`config.mk`:
```
export PLATFORM = sky130hd
export DESIGN_NAME = sorted_note_set_per_channel
export DESIGN_NICKNAME = d
export VERILOG_FILES = /design/src/hw/rtl/snset_pkg.sv /design/src/hw/rtl/sorted_note_set_per_channel.sv /design/src/hw/rtl/snset_ram.sv
export SDC_FILE = /design/constraint.sdc
export NUM_CORES = 2
export LEC_CHECK = 0
export ABC_CLOCK_PERIOD_IN_PS = 6080
export BUFFER_PORTS_ARGS = -buffer_cell sky130_fd_sc_hd__buf_2
export CAP_MARGIN = 20
export CORE_MARGIN = 5
export CORE_UTILIZATION = 35
export CTS_BUF_LIST = sky130_fd_sc_hd__clkbuf_4
export DETAILED_ROUTE_END_ITERATION = 8
export PLACE_DENSITY = 0.52
export SETUP_SLACK_MARGIN = 0.05
export SLEW_MARGIN = 20
export SYNTH_ARGS = -nofsm -noshare
export SYNTH_HDL_FRONTEND = slang
export SYNTH_HIERARCHICAL = 1
export SYNTH_SLANG_ARGS = --single-unit
export TNS_END_PERCENT = 10
```
`constraint.sdc`:
```
create_clock -name i_clk -period 6.08 [get_ports i_clk]
set_input_delay 0.608 -clock i_clk [delete_from_list [all_inputs] [get_ports i_clk]]
set_output_delay 0.608 -clock i_clk [all_outputs]
set_load 0.02 [all_outputs]
```
`src/hw/rtl/snset_pkg.sv`:
```
// ----------------------------------------------------------------------------
// snset_pkg
// Shared types and constants for the sorted note set block.
// ----------------------------------------------------------------------------
package snset_pkg;

    localparam int NOTE_SLOTS = 32;
    localparam int CHANNELS   = 16;
    localparam int PITCH_BITS = 16;
    localparam int CH_W       = $clog2(CHANNELS);
    localparam int SLOT_W     = $clog2(NOTE_SLOTS);
    localparam int LINK_W     = SLOT_W + 1;

    localparam logic [LINK_W-1:0] LINK_NONE = LINK_W'(NOTE_SLOTS);

    localparam logic [1:0] CMD_ON    = 2'd0;
    localparam logic [1:0] CMD_OFF   = 2'd1;
    localparam logic [1:0] CMD_ALL   = 2'd2;
    localparam logic [1:0] CMD_QUERY = 2'd3;

    localparam logic [1:0] EV_NONE  = 2'd0;
    localparam logic [1:0] EV_BEGIN = 2'd1;
    localparam logic [1:0] EV_END   = 2'd2;

    localparam logic [1:0] ST_OK     = 2'd0;
    localparam logic [1:0] ST_ALREADY = 2'd1;
    localparam logic [1:0] ST_NOTFOUND = 2'd2;
    localparam logic [1:0] ST_FULL   = 2'd3;

    typedef struct packed {
        logic [1:0]                   cmd;
        logic [CH_W-1:0]              channel;
        logic signed [PITCH_BITS-1:0] pitch;
    } t_req;

    typedef struct packed {
        logic [1:0]                   event_res;
        logic [1:0]                   status;
        logic signed [PITCH_BITS-1:0] note_pitch_out;
        logic [SLOT_W-1:0]            slot;
        logic                         is_on;
        logic                         last;
    } t_res;

    function automatic logic link_ok(input logic [LINK_W-1:0] l);
        link_ok = (l < LINK_NONE);
    endfunction

endpackage

```
`src/hw/rtl/sorted_note_set_per_channel.sv`:
```
// ----------------------------------------------------------------------------
// sorted_note_set_per_channel
// Per-channel pitch-sorted note lists in a shared pool of note slots.
// ----------------------------------------------------------------------------
// One request is handled at a time. A request walks its channel's list one
// linked slot per cycle through the pitch/next/prev RAMs (one read port
// each, registered read data), visiting at most 32 notes; an insert that
// patches a neighbor also passes through S_LINK. all notes off gives one
// result per cycle while the output is not stalled. The result register
// lets the next request enter while the last result still waits.
module sorted_note_set_per_channel (
    input  logic              i_clk,
    input  logic              i_rst_n,
    input  logic              i_in_valid,
    output logic              o_in_stall,
    input  snset_pkg::t_req   i_in_data,
    output logic              o_out_valid,
    input  logic              i_out_stall,
    output snset_pkg::t_res   o_out_data
);

    localparam logic [2:0] S_IDLE = 3'd0;
    localparam logic [2:0] S_RD   = 3'd1;
    localparam logic [2:0] S_CHK  = 3'd2;
    localparam logic [2:0] S_LINK = 3'd3;
    localparam logic [2:0] S_EMIT = 3'd4;

    localparam int SW = snset_pkg::SLOT_W;
    localparam int LW = snset_pkg::LINK_W;
    localparam int PW = snset_pkg::PITCH_BITS;

    logic [2:0]  r_state, n_state;
    logic [1:0]  r_cmd;
    logic [snset_pkg::CH_W-1:0] r_ch;
    logic [PW-1:0] r_p;
    logic [LW-1:0] r_cur, n_cur;
    logic [LW-1:0] r_head [snset_pkg::CHANNELS];
    logic [snset_pkg::NOTE_SLOTS-1:0] r_used, n_used;
    logic [LW-1:0] r_ns, n_ns;
    logic [LW-1:0] r_cnext, n_cnext;
    logic [LW-1:0] r_cprev, n_cprev;
    logic          r_before, n_before;
    snset_pkg::t_res r_res, n_res;
    logic            r_ovalid, n_ovalid;
    snset_pkg::t_res r_out, n_out;

    logic          head_we;
    logic [LW-1:0] head_wdata;

    logic          rd_en;
    logic [SW-1:0] rd_addr;
    logic          p_we, n_we, v_we;
    logic [SW-1:0] p_wa, n_wa, v_wa;
    logic [PW-1:0] p_wd;
    logic [LW-1:0] n_wd, v_wd;
    logic [PW-1:0] q_pitch;
    logic [LW-1:0] q_next, q_prev;

    logic          out_free;
    logic          free_any;
    logic [SW-1:0] free_idx;
    logic          hit;
    logic          p_less;

    snset_ram #(.WIDTH(PW), .DEPTH(snset_pkg::NOTE_SLOTS)) u_pitch (
        .i_clk(i_clk), .i_we(p_we), .i_waddr(p_wa), .i_wdata(p_wd),
        .i_re(rd_en), .i_raddr(rd_addr), .o_rdata(q_pitch)
    );
    snset_ram #(.WIDTH(LW), .DEPTH(snset_pkg::NOTE_SLOTS)) u_next (
        .i_clk(i_clk), .i_we(n_we), .i_waddr(n_wa), .i_wdata(n_wd),
        .i_re(rd_en), .i_raddr(rd_addr), .o_rdata(q_next)
    );
    snset_ram #(.WIDTH(LW), .DEPTH(snset_pkg::NOTE_SLOTS)) u_prev (
        .i_clk(i_clk), .i_we(v_we), .i_waddr(v_wa), .i_wdata(v_wd),
        .i_re(rd_en), .i_raddr(rd_addr), .o_rdata(q_prev)
    );

    // lowest free slot
    always_comb begin
        free_any = 1'b0;
        free_idx = '0;
        for (int i = snset_pkg::NOTE_SLOTS - 1; i >= 0; i--) begin
            if (!r_used[i]) begin
                free_any = 1'b1;
                free_idx = SW'(i);
            end
        end
    end

    assign out_free = !r_ovalid || !i_out_stall;
    assign hit      = (q_pitch == r_p);
    assign p_less   = ($signed(r_p) < $signed(q_pitch));

    always_comb begin
        n_state  = r_state;
        n_cur    = r_cur;
        n_used   = r_used;
        n_ns     = r_ns;
        n_cnext  = r_cnext;
        n_cprev  = r_cprev;
        n_before = r_before;
        n_res    = r_res;
        n_ovalid = r_ovalid && i_out_stall;
        n_out    = r_out;
        head_we    = 1'b0;
        head_wdata = r_cur;
        rd_en   = 1'b0;
        rd_addr = r_cur[SW-1:0];
        p_we = 1'b0; p_wa = r_ns[SW-1:0]; p_wd = r_p;
        n_we = 1'b0; n_wa = r_ns[SW-1:0]; n_wd = snset_pkg::LINK_NONE;
        v_we = 1'b0; v_wa = r_ns[SW-1:0]; v_wd = snset_pkg::LINK_NONE;

        n_res.note_pitch_out = r_p;
        n_res.last           = 1'b1;

        case (r_state)
            S_IDLE: begin
                if (i_in_valid) begin
                    n_cur   = r_head[i_in_data.channel];
                    n_state = S_RD;
                end
            end
            S_RD: begin
                if (snset_pkg::link_ok(r_cur)) begin
                    rd_en   = 1'b1;
                    n_state = S_CHK;
                end else begin
                    n_state = S_EMIT;
                    n_res.event_res = snset_pkg::EV_NONE;
                    n_res.slot      = '0;
                    n_res.is_on     = 1'b0;
                    case (r_cmd)
                        snset_pkg::CMD_ON: begin
                            if (!free_any) begin
                                n_res.status = snset_pkg::ST_FULL;
                            end else begin
                                p_we = 1'b1; n_we = 1'b1; v_we = 1'b1;
                                p_wa = free_idx; n_wa = free_idx; v_wa = free_idx;
                                head_we    = 1'b1;
                                head_wdata = {1'b0, free_idx};
                                n_used[free_idx] = 1'b1;
                                n_res.event_res = snset_pkg::EV_BEGIN;
                                n_res.status    = snset_pkg::ST_OK;
                                n_res.slot      = free_idx;
                                n_res.is_on     = 1'b1;
                            end
                        end
                        snset_pkg::CMD_ALL: begin
                            n_res.status = snset_pkg::ST_OK;
                        end
                        default: begin
                            n_res.status = snset_pkg::ST_NOTFOUND;
                        end
                    endcase
                end
            end
            S_CHK: begin
                n_res.slot  = r_cur[SW-1:0];
                n_res.event_res = snset_pkg::EV_NONE;
                n_res.status    = snset_pkg::ST_OK;
                n_res.is_on     = 1'b0;
                case (r_cmd)
                    snset_pkg::CMD_ON: begin
                        if (hit) begin
                            n_res.status = snset_pkg::ST_ALREADY;
                            n_res.is_on  = 1'b1;
                            n_state      = S_EMIT;
                        end else if (!snset_pkg::link_ok(q_next) || p_less) begin
                            if (!free_any) begin
                                n_res.status = snset_pkg::ST_FULL;
                                n_res.slot   = '0;
                                n_state      = S_EMIT;
                            end else begin
                                p_we = 1'b1; n_we = 1'b1; v_we = 1'b1;
                                p_wa = free_idx; n_wa = free_idx; v_wa = free_idx;
                                if (p_less) begin
                                    n_wd = r_cur;
                                    v_wd = q_prev;
                                    if (r_cur == r_head[r_ch]) begin
                                        head_we    = 1'b1;
                                        head_wdata = {1'b0, free_idx};
                                    end
                                end else begin
                                    n_wd = q_next;
                                    v_wd = r_cur;
                                end
                                n_used[free_idx] = 1'b1;
                                n_ns     = {1'b0, free_idx};
                                n_cnext  = q_next;
                                n_cprev  = q_prev;
                                n_before = p_less;
                                n_res.event_res = snset_pkg::EV_BEGIN;
                                n_res.slot      = free_idx;
                                n_res.is_on     = 1'b1;
                                n_state         = S_LINK;
                            end
                        end else begin
                            n_cur   = q_next;
                            rd_en   = 1'b1;
                            rd_addr = q_next[SW-1:0];
                        end
                    end
                    snset_pkg::CMD_ALL: begin
                        if (out_free) begin
                            n_ovalid = 1'b1;
                            n_out.event_res      = snset_pkg::EV_END;
                            n_out.status         = snset_pkg::ST_OK;
                            n_out.note_pitch_out = q_pitch;
                            n_out.slot           = r_cur[SW-1:0];
                            n_out.is_on          = 1'b0;
                            n_out.last           = !snset_pkg::link_ok(q_next);
                            n_used[r_cur[SW-1:0]] = 1'b0;
                            if (!snset_pkg::link_ok(q_next)) begin
                                head_we    = 1'b1;
                                head_wdata = snset_pkg::LINK_NONE;
                                n_state    = S_IDLE;
                            end else begin
                                n_cur   = q_next;
                                rd_en   = 1'b1;
                                rd_addr = q_next[SW-1:0];
                            end
                        end
                    end
                    default: begin
                        if (hit) begin
                            n_state = S_EMIT;
                            if (r_cmd == snset_pkg::CMD_OFF) begin
                                n_res.event_res = snset_pkg::EV_END;
                                n_used[r_cur[SW-1:0]] = 1'b0;
                                if (snset_pkg::link_ok(q_prev)) begin
                                    n_we = 1'b1;
                                    n_wa = q_prev[SW-1:0];
                                    n_wd = q_next;
                                end else begin
                                    head_we    = 1'b1;
                                    head_wdata = q_next;
                                end
                                if (snset_pkg::link_ok(q_next)) begin
                                    v_we = 1'b1;
                                    v_wa = q_next[SW-1:0];
                                    v_wd = q_prev;
                                end
                            end else begin
                                n_res.is_on = 1'b1;
                            end
                        end else if (!snset_pkg::link_ok(q_next)) begin
                            n_res.status = snset_pkg::ST_NOTFOUND;
                            n_res.slot   = '0;
                            n_state      = S_EMIT;
                        end else begin
                            n_cur   = q_next;
                            rd_en   = 1'b1;
                            rd_addr = q_next[SW-1:0];
                        end
                    end
                endcase
            end
            S_LINK: begin
                if (r_before) begin
                    if (snset_pkg::link_ok(r_cprev)) begin
                        n_we = 1'b1;
                        n_wa = r_cprev[SW-1:0];
                        n_wd = r_ns;
                    end
                    v_we = 1'b1;
                    v_wa = r_cur[SW-1:0];
                    v_wd = r_ns;
                end else begin
                    if (snset_pkg::link_ok(r_cnext)) begin
                        v_we = 1'b1;
                        v_wa = r_cnext[SW-1:0];
                        v_wd = r_ns;
                    end
                    n_we = 1'b1;
                    n_wa = r_cur[SW-1:0];
                    n_wd = r_ns;
                end
                n_state = S_EMIT;
            end
            S_EMIT: begin
                if (out_free) begin
                    n_ovalid = 1'b1;
                    n_out    = r_res;
                    n_state  = S_IDLE;
                end
            end
            default: begin
                n_state = S_IDLE;
            end
        endcase
    end

    always_ff @(posedge i_clk) begin
        if (!i_rst_n) begin
            r_state  <= S_IDLE;
            r_used   <= '0;
            r_ovalid <= 1'b0;
            for (int c = 0; c < snset_pkg::CHANNELS; c++) begin
                r_head[c] <= snset_pkg::LINK_NONE;
            end
        end else begin
            r_state  <= n_state;
            r_used   <= n_used;
            r_ovalid <= n_ovalid;
            if (head_we) begin
                r_head[r_ch] <= head_wdata;
            end
        end
    end

    always_ff @(posedge i_clk) begin
        if (r_state == S_IDLE && i_in_valid) begin
            r_cmd <= i_in_data.cmd;
            r_ch  <= i_in_data.channel;
            r_p   <= i_in_data.pitch;
        end
        r_cur    <= n_cur;
        r_ns     <= n_ns;
        r_cnext  <= n_cnext;
        r_cprev  <= n_cprev;
        r_before <= n_before;
        r_res    <= n_res;
        r_out    <= n_out;
    end

    assign o_in_stall  = (r_state != S_IDLE);
    assign o_out_valid = r_ovalid;
    assign o_out_data  = r_out;

endmodule

```
`src/hw/rtl/snset_ram.sv`:
```
// ----------------------------------------------------------------------------
// snset_ram
// Generic single write, single read RAM with registered read data.
// ----------------------------------------------------------------------------
module snset_ram #(
    parameter int WIDTH = 8,
    parameter int DEPTH = 32
) (
    input  logic                     i_clk,
    input  logic                     i_we,
    input  logic [$clog2(DEPTH)-1:0] i_waddr,
    input  logic [WIDTH-1:0]         i_wdata,
    input  logic                     i_re,
    input  logic [$clog2(DEPTH)-1:0] i_raddr,
    output logic [WIDTH-1:0]         o_rdata
);

    logic [WIDTH-1:0] r_mem [DEPTH];
    logic [WIDTH-1:0] r_rdata;

    always_ff @(posedge i_clk) begin
        if (i_we) begin
            r_mem[i_waddr] <= i_wdata;
        end
        if (i_re) begin
            r_rdata <= r_mem[i_raddr];
        end
    end

    assign o_rdata = r_rdata;

endmodule

```
Yosys cells after proc, flatten, opt, wreduce, memory -nomap -nowiden
Memory sizes are Yosys's and may differ from the RTL's. A register that Yosys moved wholly into a read port is not among the register bits.
Index checks and enable logic that the tools add are counted.

storage, ports and cells
  register bits = 135
  bits in writable memories = 992
  input bits = 26
  output and inout bits = 29
  logic and storage cells = 337
  memories kept = 4

operators by class
  order comparisons = 10
  equal/unequal tests = 24
  multiplexer cells = 251
  bitwise gates (word level) = 4
  reductions and logical operators = 22

memories
  name           depth  width  rd ports  clocked after memory_dff  write ports  RTL line                           source
  u_pitch.r_mem  32     16     1         1                         1            snset_ram.sv:18                    logic [WIDTH-1:0] r_mem [DEPTH];
  u_next.r_mem   32     6      1         1                         1            snset_ram.sv:18
  u_prev.r_mem   32     6      1         1                         1            snset_ram.sv:18
  r_head         16     6      2         1                         16           sorted_note_set_per_channel.sv:37  logic [LW-1:0] r_head [snset_pkg::CHANNELS];

operator list
  operator                                            count
  5-bit 2-to-1 mux                                    58
  32-bit 2-to-1 mux                                   8
  6-bit 2-to-1 mux                                    42
  32-bit case mux with 2 select lines                 2
  6-bit case mux with 2 select lines                  10
  1-bit 2-to-1 mux                                    82
  27-bit 2-to-1 mux                                   3
  27-bit case mux with 2 select lines                 1
  5-bit case mux with 2 select lines                  4
  32-bit AND                                          1
  32-bit NOT                                          1
  32-bit OR                                           1
  6-bit less-than comparator (second input constant)  5
  3-bit 2-to-1 mux                                    10
  5-bit case mux with 3 select lines                  2
  3-bit inequality test (second input constant)       6
  16-bit == test                                      1
  16-bit less-than comparator                         1
  2-bit 2-to-1 mux                                    8
  4-bit 2-to-1 mux                                    4
  4-bit inequality test (second input constant)       4
  1-bit case mux with 2 select lines                  8
  4-bit case mux with 2 select lines                  2
  3-bit case mux with 5 select lines                  1
  27 further kinds                                    46

Depth between registers and ports, before layout
  word-level depth = 42
  mapped depth = 19
  depth with buffers taken out = 16

Modules after synthesis
Netlist, hierarchy kept.

modules (own cells, without submodules)
  module                       times used  cells each  area each (um^2)  seq. area each (um^2)
  snset_ram at u_pitch         1           1,143       20,694.8          15,855.2
  snset_ram at u_next ...      2           323         7,649.8           5,945.7
  sorted_note_set_per_channel  1           1,264       13,310.3          6,496.2

Worst setup path before layout
No wires, ideal clock.

  path type = reg-to-reg
  from = register r_p[15] (netlist: p_wd[15])
  to = register u_next.r_rdata[0] (netlist: u_next/o_rdata[0]) (read register of u_next.r_mem), data pin
  library setup time = 0.260 ns
  arrival time = 4.844 ns
  data required time = 5.820 ns
  path slack = 0.976 ns
  cell stages (with the launch flop) = 13
  buffers on the path = 1
  clock period less this slack = 5.104 ns
  cells stage by stage = edfxtp_1 ha_1 nand4_1 nor4_1 nor2_1 mux2_2 a21oi_1 a21oi_1 nor2_1 a21oi_1 buf_1 mux4_2 mux2_2

between the ends
  word-level cells in the longest chain between the ends = 6
  elaborated cells on any way between the ends = 13
  classes of those cells = 1 x order compare; 1 x eq/ne; 10 x mux; 1 x reduce/logical

ends and longest elaborated chain
  what                                  RTL line                            source
  start: declaration                    sorted_note_set_per_channel.sv:35   logic [PW-1:0] r_p;
  start signal: assignment              sorted_note_set_per_channel.sv:315  r_p <= i_in_data.pitch;
  16-bit less-than comparator           sorted_note_set_per_channel.sv:92   assign p_less = ($signed(r_p) < $signed(q_pitch));
  1-bit logical OR                      sorted_note_set_per_channel.sv:168  end else if (!snset_pkg::link_ok(q_next) || p_less) begin
  5-bit 2-to-1 mux                      sorted_note_set_per_channel.sv:168
  5-bit 2-to-1 mux                      sorted_note_set_per_channel.sv:164  if (hit) begin
  5-bit case mux with 2 select lines *  sorted_note_set_per_channel.sv:162  case (r_cmd)
  5-bit 2-to-1 mux *                    sorted_note_set_per_channel.sv:116  case (r_state)
  net rd_addr[1]                        sorted_note_set_per_channel.sv:51   logic [SW-1:0] rd_addr;
  end: declaration                      snset_ram.sv:19                     logic [WIDTH-1:0] r_rdata;

The timed path passes the listed nets; every way through them passes the cells marked *.
A chain may end at the register's enable or synchronous reset.

Final worst setup path
  from = register u_pitch.r_rdata[9] (netlist: u_pitch/o_rdata[9]) (read register of u_pitch.r_mem)
  to = register u_pitch.r_rdata[12] (netlist: u_pitch/o_rdata[12]) (read register of u_pitch.r_mem), data pin

between the ends
  word-level cells in the longest chain between the ends = 6
  elaborated cells on any way between the ends = 13
  classes of those cells = 1 x order compare; 1 x eq/ne; 10 x mux; 1 x reduce/logical

ends and longest elaborated chain
  what                                RTL line                            source
  start: declaration                  snset_ram.sv:19
  16-bit less-than comparator         sorted_note_set_per_channel.sv:92
  net p_less                          sorted_note_set_per_channel.sv:63   logic p_less;
  1-bit logical OR                    sorted_note_set_per_channel.sv:168
  5-bit 2-to-1 mux                    sorted_note_set_per_channel.sv:168
  5-bit 2-to-1 mux                    sorted_note_set_per_channel.sv:164
  5-bit case mux with 2 select lines  sorted_note_set_per_channel.sv:162
  5-bit 2-to-1 mux                    sorted_note_set_per_channel.sv:116
  net rd_addr[2]                      sorted_note_set_per_channel.sv:51

The timed path passes the listed nets, and every way through them passes these cells.

==> impl_metrics.csv <==
group,metric,value,unit
clocking,htree_levels,5,
timing,hold_viol_final,0,
worst_hold_path,hp-class,"primary input to flop",
global_routing,met3_usage,3.53,%
synth,ys_seq_area_share,69.5,%
clocking,cts_buffer_depth,4,
floorplan,coreArea,0.140,sq mm
clocking,cts.sinks,1159,
worst_setup_path,critPathRequiredTime,7.05,ns
power_and_ir_drop,ir_drop,0.000189,V
synth,synth_nets,3098,
floorplan,io_pins,55,
synth,yosysWarningCount,6,
synth,syn_area_per_cell,16.1,sq um
timing,slew_headroom,22.0,%
global_routing,grt_use_total,18.1,%
floorplan,dieArea,0.148,sq mm
routing,drc,0,
placed_design,place_inst,4947,
timing,slew_violations,0,
global_routing,met1_usage,24.5,%
clocking,clkLatencyLatePin,1.24,ns
cells_and_area,nNetsFinal,3464,
timing,tightest_slew,1.17,ns
worst_setup_path,critPathMaxStageDelay,0.60,ns
timing,rsz0062_at_grt,"no",
cells_and_area,fill_cells,12900,
placed_design,io_buffers,54,
cells_and_area,drive_above_1_share,26.6,%
timing,final.min_clock_period,5.44,ns
timing,postLayoutSetupSlackWorst,0.637,ns
clocking,cts_tree,"done",
global_routing,overflow,0,
worst_setup_path,r2r_start,"u_pitch/o_rdata[9]$_DFFE_PP_",
timing,finalClockSkew,0.142,ns
global_routing,grt_pass1_wl,200000,um
worst_setup_path,crit_top_cell,"a211oi_1",
placed_design,hpwl,88100,um
clocking,post_cts_resized,0,
timing,clock.fmax,184,MHz
worst_hold_path,whs_path_depth,2,
floorplan,start_util,35.3,%
timing,tns,0,ns
synth,syn_area,0.0493,sq mm
run_status,outcome,"completed",
worst_setup_path,worstSetupPathType,"flop to flop",
synth,synth_cell_type_count,73,
routing,viasPerCell,5.36,
synth,synth-seq-cells,1159,
floorplan,dieHeight,385,um
routing,first_pass_iters,7,
worst_setup_path,crit_path_top_delay_cell,"nor2b_4",
routing,wirelength,135000,um
clocking,clk_pin_slew_worst_paths,0.07,ns
floorplan,rows,137,
floorplan,die_w,385,um
global_routing,grt_max_degree,69,
routing,ant_nets,0,
routing,drtIter0Drc,2343,
placed_design,post-place-ws,0.638,ns
cells_and_area,syn_to_final_growth,14.2,%
worst_setup_path,worstPathArrival,6.41,ns
synth,synth_cells,3053,
global_routing,top_usage_layer,"met2",
worst_setup_path,reg2reg_depth,18,
routing,wl_per_cell,24.6,um
placed_design,gp_congestion,0.894,
cells_and_area,stdcell_count,5504,
run,max-cap-violations,0,
global_routing,grt_pass1_vias,29600,
global_routing,antenna_found_initial,4,
worst_setup_path,cp_max_fo,34,
power_and_ir_drop,power.leakage,0.0182,uW
worst_setup_path,path_cells,"inv_1 -> ha_1 -> nand4_1 -> a211oi_1 -> o32ai_1 -> mux2_2 -> inv_2 -> o21ai_0 -> nand2_1 -> a211oi_1 -> a22o_4 -> nor2b_4 -> buf_12 -> buf_4 -> a22o_1 -> nor3_1 -> a31oi_1 -> nand3_1",
worst_setup_path,setup.worst_path.end_class,"flop",
timing,min_period_over_period,89.5,%
clocking,cts-root-buf,"clkbuf_4",
cells_and_area,final_core_util,40.3,%
synth,async_flop_share,0,%
global_routing,met2_usage,29.4,%
worst_hold_path,hp-start,"i_in_data[0]",
power_and_ir_drop,power.density,312,mW/mm^2
worst_setup_path,critPathLaunch,"u_pitch/o_rdata[9]$_DFFE_PP_",
clocking,cts_made_buffers,322,
synth,synthFlopType,"edfxtp_1",
timing,setup_viol,0,
routing,vias,29500,
worst_setup_path,start_kind,"flop",
synth,synth-edff-count,1103,
-- metal layers --
metal / up-vias / share of wire, %
met5: - / 0
met4: 0 / 2.3
met3: 246 / 5.6
met2: 1070 / 49
met1: 15100 / 44
li1: 13100 / -
-- through the flow --
stage | hold WS [ns] | total power, uW | instance area (sq um)
floorplan | 0.449 | 10400 | 49300
global placement | 0.500 | 11000 | 52200
detailed placement | 0.498 | 11000 | 52200
CTS | 0.0140 | 17800 | 56300
global route | -0.0188 | 18400 | 56300
finish | 0.100 | 17600 | 56300
-- Yosys cell counts (all sizes together), types with 42 or more instances --
library cell | count | area share [%]
edfxtp | 1103 | 67
mux2i | 288 | 5.8
nor2 | 203 | 1.6
nand2 | 173 | 1.3
mux4 | 172 | 7.9
o21ai | 109 | 1.1
clkbuf | 96 | 0.73
buf | 90 | 1.5
a21oi | 88 | 0.89
nand3 | 80 | 0.87
nor3 | 75 | 0.78
a22oi | 68 | 1.0
dfxtp | 56 | 2.3
inv | 42 | 0.32
-- path summary, 6_finish.rpt --
kind                            slack [ns]                       endpoint
worst max-delay path                  0.64  u_pitch/o_rdata[12]$_DFFE_PP_
worst min register to register        0.49       o_out_data[14]$_DFFE_PP_
worst max register to register        0.64  u_pitch/o_rdata[12]$_DFFE_PP_
worst min-delay path                   0.1              p_wd[0]$_DFFE_PP_
-- worst max-delay path: cells and delay by family, from the launching register on --
kind / cells / cell delay, ns
AO/OA/AOI/OAI: 7 / 2.04
adder cells (fa/ha/maj): 1 / 0.30
buffers and inverters: 4 / 0.78
flip-flops: 1 / 0.40
multiplexers: 1 / 0.54
AND/OR/NAND/NOR: 5 / 1.05
-- logic make-up after synthesis --
family                     synth area share, %
DFF                                       69.5
xor gates and xnor gates                 0.142
muxes                                     14.5
and+or+nand+nor                           6.54
buffers and inverters                     2.60
adders and majority gates                0.482
AOI/OAI and AO/OA                         6.33
-- final cells by class --
type | instances | area [sq um] | area share, %
Sequential cell | 1159 | 34200 | 60.8
Antenna cell | 11 | 27.5 | 0.0489
Multi-Input combinational cell | 1660 | 14000 | 24.8
Inverter | 48 | 180 | 0.320
Tap cell | 1876 | 2350 | 4.17
Clock buffer | 466 | 3500 | 6.21
Timing Repair Buffer | 228 | 1770 | 3.14
Clock inverter | 56 | 299 | 0.531
-- cell usage in the layout, fill, tap and decap left out, types with 27 or more instances in the layout --
cell type	n
nand4_1	38
inv_1	41
o21ai_0	98
buf_2	54
a22oi_1	68
dfxtp_1	56
o211ai_1	34
mux2_2	33
a31oi_1	27
nor2_1	187
a22o_1	32
edfxtp_1	1103
clkbuf_4	466
clkinv_1	43
nand3_1	74
nor3_1	74
buf_4	139
mux4_2	172
nand2_1	173
a21oi_1	84
mux2i_1	288
-- what timing repair did --
item                      in CTS  in global routing
setup buffers                  0                  0
hold endpoints to repair      58                  0
hold buffers                  24                  0
-- flip-flops by register name (all words and copies together) (netlist names), 2 cells and up, named ones only --
name             flops
r_ch                 4
r_res               26
u_pitch/o_rdata     16
u_next/r_mem       192
r_cur                6
u_prev/r_mem       192
r_state              3
r_cmd                2
u_prev/o_rdata       6
r_used              32
r_cprev              6
u_next/o_rdata       6
o_out_data          27
r_cnext              6
r_head              96
r_ns                 5
u_pitch/r_mem      512
p_wd                16
-- report_power, final --
group	total [uW]	internal (uW)	switching, uW
Combinational	1920	688	1230
Clock	6710	3600	3110
Sequential	8920	8840	77.6
Total	17600	13100	4420
No activity file was read; power rests on OpenSTA's default activity.
